<file path="config.mk">
export PLATFORM = sky130hd
export DESIGN_NAME = lpmt_ctrl
export DESIGN_NICKNAME = d
export VERILOG_FILES = /design/src/rtl/core/lpmt_pkg.sv /design/src/rtl/core/lpmt_ctrl.sv
export SDC_FILE = /design/constraint.sdc
export NUM_CORES = 1
export LEC_CHECK = 0
export BUFFER_PORTS_ARGS = -buffer_cell sky130_fd_sc_hd__buf_4
export CAP_MARGIN = 10
export CORE_AREA = 2 2 39 41
export DETAILED_ROUTE_END_ITERATION = 10
export DIE_AREA = 0 0 41 43
export PLACE_DENSITY_LB_ADDON = 0.05
export SLEW_MARGIN = 20
export SYNTH_ARGS = -nofsm -noshare
export SYNTH_HDL_FRONTEND = slang
export SYNTH_SLANG_ARGS = --single-unit
</file>
<file path="constraint.sdc">
create_clock -name clk_i -period 1.4 [get_ports clk_i]
set_clock_uncertainty 0.05 [all_clocks]
set_input_delay 0.07 -clock clk_i [delete_from_list [all_inputs] [get_ports clk_i]]
set_output_delay 0.07 -clock clk_i [all_outputs]
set_load 0.02 [all_outputs]
</file>
<file path="src/rtl/core/lpmt_pkg.sv">
// Shared types and constants of the IPv6 longest prefix match table.
`timescale 1ns / 1ps
package lpmt_pkg;

  typedef enum logic [1:0] {
    CMD_INSERT = 2'd0,
    CMD_DELETE = 2'd1,
    CMD_QUERY  = 2'd2
  } lpmt_cmd_e;

  localparam logic STATUS_OK   = 1'b0;
  localparam logic STATUS_FULL = 1'b1;

  localparam logic [7:0] PREFIX_MAX = 8'd128;

  localparam int unsigned IN_DATA_W   = 296;
  localparam int unsigned IN_USER_W   = 2;
  localparam int unsigned OUT_DATA_W  = 160;
  localparam int unsigned OUT_USER_W  = 2;

  typedef struct packed {
    logic        valid;
    logic [63:0] addr_hi;
    logic [63:0] addr_lo;
    logic [7:0]  len;
  } key_t;

  typedef struct packed {
    logic [31:0] iface;
    logic [63:0] hop_lo;
    logic [63:0] hop_hi;
  } route_t;

  typedef struct packed {
    logic clear;
    logic load;
    logic scan;
    logic finish;
  } ctrl_cmd_t;

  typedef struct packed {
    logic clear_last;
    logic scan_done;
    logic out_free;
  } dp_sts_t;

endpackage

</file>
<file path="src/rtl/core/lpmt_ctrl.sv">
// Sequencer of the table: clearing pass, item load, scan and result hand-off.
`timescale 1ns / 1ps
module lpmt_ctrl (
  input  logic                clk_i,
  input  logic                rst_ni,
  input  logic                in_valid_i,
  output logic                in_ready_o,
  input  lpmt_pkg::dp_sts_t   sts_i,
  output lpmt_pkg::ctrl_cmd_t cmd_o
);
  import lpmt_pkg::*;

  typedef enum logic [3:0] {
    ST_CLEAR = 4'b0001,
    ST_IDLE  = 4'b0010,
    ST_SCAN  = 4'b0100,
    ST_DONE  = 4'b1000
  } lpmt_state_e;

  lpmt_state_e state_q, state_d;

  always_comb begin
    state_d    = state_q;
    cmd_o      = '0;
    in_ready_o = 1'b0;
    unique case (state_q)
      ST_CLEAR: begin
        cmd_o.clear = 1'b1;
        if (sts_i.clear_last) begin
          state_d = ST_IDLE;
        end
      end
      ST_IDLE: begin
        in_ready_o = 1'b1;
        if (in_valid_i) begin
          cmd_o.load = 1'b1;
          state_d    = ST_SCAN;
        end
      end
      ST_SCAN: begin
        cmd_o.scan = 1'b1;
        if (sts_i.scan_done) begin
          state_d = ST_DONE;
        end
      end
      ST_DONE: begin
        if (sts_i.out_free) begin
          cmd_o.finish = 1'b1;
          state_d      = ST_IDLE;
        end
      end
      default: begin
        state_d = ST_IDLE;
      end
    endcase
  end

  always_ff @(posedge clk_i or negedge rst_ni) begin
    if (!rst_ni) begin
      state_q <= ST_CLEAR;
    end else begin
      state_q <= state_d;
    end
  end

endmodule

</file>
==> results.md <==
- Total power: 824 uW
- R2R cell count: 4
- Non-filler cells, final: 65
- IO buf count: 10
- Core ar.: 1380 um^2
- Register area share after synthesis: 38.4%
- Global-route met2 utilization: a little under a fifth
- Worst Setup Start Kind: flip-flop
- DRT iter0 DRCs: 2
- GPL Wtd Cong: around 0.6
- Fin area: ~500 um^2
- Worst setup path end: cmd_o[2]
- N_diodes: 0
- Fill count: approximately 150
- Aggregate global-route resource usage: 11.3%
- Count of boundary I/O pins: 11
- Crit-path cells: nor4b_4, and2_4, buf_6
- Critical path arrival: about 1.3 ns
- Clock transition at path regs: 0.04 ns
- Largest net degree at the start of global routing: 9
- Slowest CP cell: dfrtp_2
- Top cell types by occurrence after synthesis: dfrtp_1, a21oi_1, nand2_1, nor2_1, nor4b_1
- Starting Density: a little under a fifth
- Peak supply drop: ~0.00062 V
- Net Count, Synth: 33
- Count leader, synth: dfrtp_1
- Routed Antenna Nets: 0
- Later-pin clock latency in the skew report: between 0.2 and 0.25 ns
- Syn Inst Count: 27
- Final TNS setup: -0.0308 ns
- Site Rows: 14
- Max FO, Critical Path: 4
- Synth warn: 0
- Relative slew slack: between 80% and 90%
- Vias post-DR: 292
- Max Slew Vio Count: 0
- Unrepaired setup endpoints after global routing: true
- Status: finished, violations left
- Capturing point of the worst reg2reg path: state_q[1]
- CTS tree: built
- Number of global-route vias before repair: roughly 320
- CP Class: reg -> out
- Worst slew pin tran: ~0.26 ns
- Top Usage Layer GRT: met2
- Worst hold path type: in -> reg
- Hold Path Depth: 3
- Die area: roughly 1800 um^2
- Final Hold Viols: 0
- EDFF count, synth: 0
- R2r startpoint: state_q[2]
- Max reg flops: 4
- Final wirelength: approximately 800 um
- Most flop-heavy register: state_q
- CTS root buffer: clkbuf_4
- Failing checks: setup timing
- Die Y: roughly 43 um
- Post-DP HPWL: slightly below 500 um
- Power per cell area: between 1500 and 2000 nW/um^2
- Final WS setup: -0.0193 ns
- Critical Path Max Stage Delay: ~0.44 ns
- Area contributors post-synth: dfrtp_1, dfstp_2, nor4b_1, nor4b_2, a211oi_2
- Layout cells sized above 1: between 60 and 70%
- CTS H-tree lvls: 1
- Inserted Clock Buffers: 3
- Avg Cell Area, Syn: between 9 and 10 um^2
- Synth top area share: between 20% and 30%
- Number of synthesized register bits: 4
- R2R setup slack: 0 ns
- Final setup fails: 2
- Ys flop type: dfrtp_1
- Async S/R FF share, synth: 100%
- Area of the mapped netlist: between 200 and 300 um^2
- Avg WL per Cell: 12.3 um
- Leakage: roughly 0.00022 uW
- Initial antenna violation count: 0
- Chip width: between 40 and 50 um
- CP required: 1.28 ns
- P&R area growth vs syn: 89.6%
- Total placed cells including tap cells: 52
- CTS Buffer Depth: 2
- Worst slack, placed: roughly 0.093 ns
- DRC viols: 0
- Largest regs: state_q x4
- Drt first pass iters: 2
- Fin crit period: approximately 1.4 ns
- Final period util: 101%
- Post-DR vias/cell: around 4.5
- Met1 Use GR: roughly 11%
- Max-cap viol count: 0
- Global-route wire length before repair: around 1.3 mm
- Final layout net count: between 50 and 60
- Crit end category: output pin
- Largest area contributor in the netlist: dfrtp_1
- Fmax: between 700 and 800 MHz
- Gr ovfl total: 0
- Critical Path Source: state_q[3]
- GR Util met3: under 10%
- Sink Count: 4
- Synth unique cells: 21
- Area post-placement: around 360 um^2
==> critical path: cells and delay by family, from the launching register on <==
family	cells	cell delay (ns)
and+or+nand+nor	2	0.51
buffers and inverters	1	0.11
DFF	1	0.44
==> worst min path at each step <==
stage	start	to	slack, ns
floorplan	rst_ni	state_q[1]	-0.28
global placement	rst_ni	state_q[1]	-0.18
detailed placement	rst_ni	state_q[1]	-0.18
CTS	sts_i[1]	state_q[2]	0.06
global route	sts_i[1]	state_q[2]	0.08
finish	sts_i[1]	state_q[2]	0.07
==> area by class of cell <==
cell class	count	area (um^2)	area share, %
Sequential cell	4	105	21.0
Tap cell	16	20.0	4.00
Multi-Input combinational cell	20	179	35.8
Clock buffer	4	26.3	5.25
Timing Repair Buffer	20	166	33.3
Inverter	1	3.75	0.750
==> kinds of logic (layout without fill, tap and decap cells) <==
logic type,count (synthesis),in the layout,share of synthesized area (%)
buffers and inverters,3,25,8.53
DFF,4,4,38.4
and+or+nand+nor,15,15,39.3
AOI/OAI and AO/OA,5,5,13.7
==> report_power, final <==
part / internal (uW) / total, uW / switching, uW
sequential: 153 / 224 / 71.8
combinational: 258 / 436 / 178
clock: 108 / 164 / 56.3
total: 519 / 824 / 306
==> placed cells by master (no fill, tap or decap) <==
cell type / instances
dlygate4sd3_1: 2
nand2_1: 2
nor4b_4: 2
nor2_1: 2
buf_4: 15
dfstp_2: 1
buf_6: 3
a21o_1: 1
o22ai_1: 1
or3b_1: 1
nand2b_1: 1
clkbuf_4: 3
a21oi_1: 2
or2b_2: 1
and2_4: 1
nor2b_1: 1
and3b_1: 1
inv_1: 1
dfrtp_2: 3
nor4_2: 1
nor4b_2: 1
a211oi_2: 1
clkbuf_1: 1
nor3_1: 1
==> layer usage <==
metal	vias to the layer above	wire length, um
met5	-	0
met4	0	0
met3	0	57
met2	11	400
met1	142	342
li1	139	-
==> through the flow <==
stage / utilization (%) / hold slack (ns)
after global routing: 36.2 / 0.0819
final: 36.2 / 0.0662
after detailed placement: 26.3 / -0.181
after CTS: 33.2 / 0.0626
after floorplan: - / -0.276
after global placement: 26.3 / -0.182
==> what timing repair did <==
| item | in CTS | in global routing |
|---|---|---|
| pin swaps | 0 | 2 |
| hold endpoints to repair | 5 | 0 |
| gates resized for setup | 7 | 3 |
| buffers inserted | 4 | 3 |
| hold buffers | 2 | 0 |
| setup endpoints to repair | 3 | 5 |
Note: power is estimated with default switching activity, not from simulation.
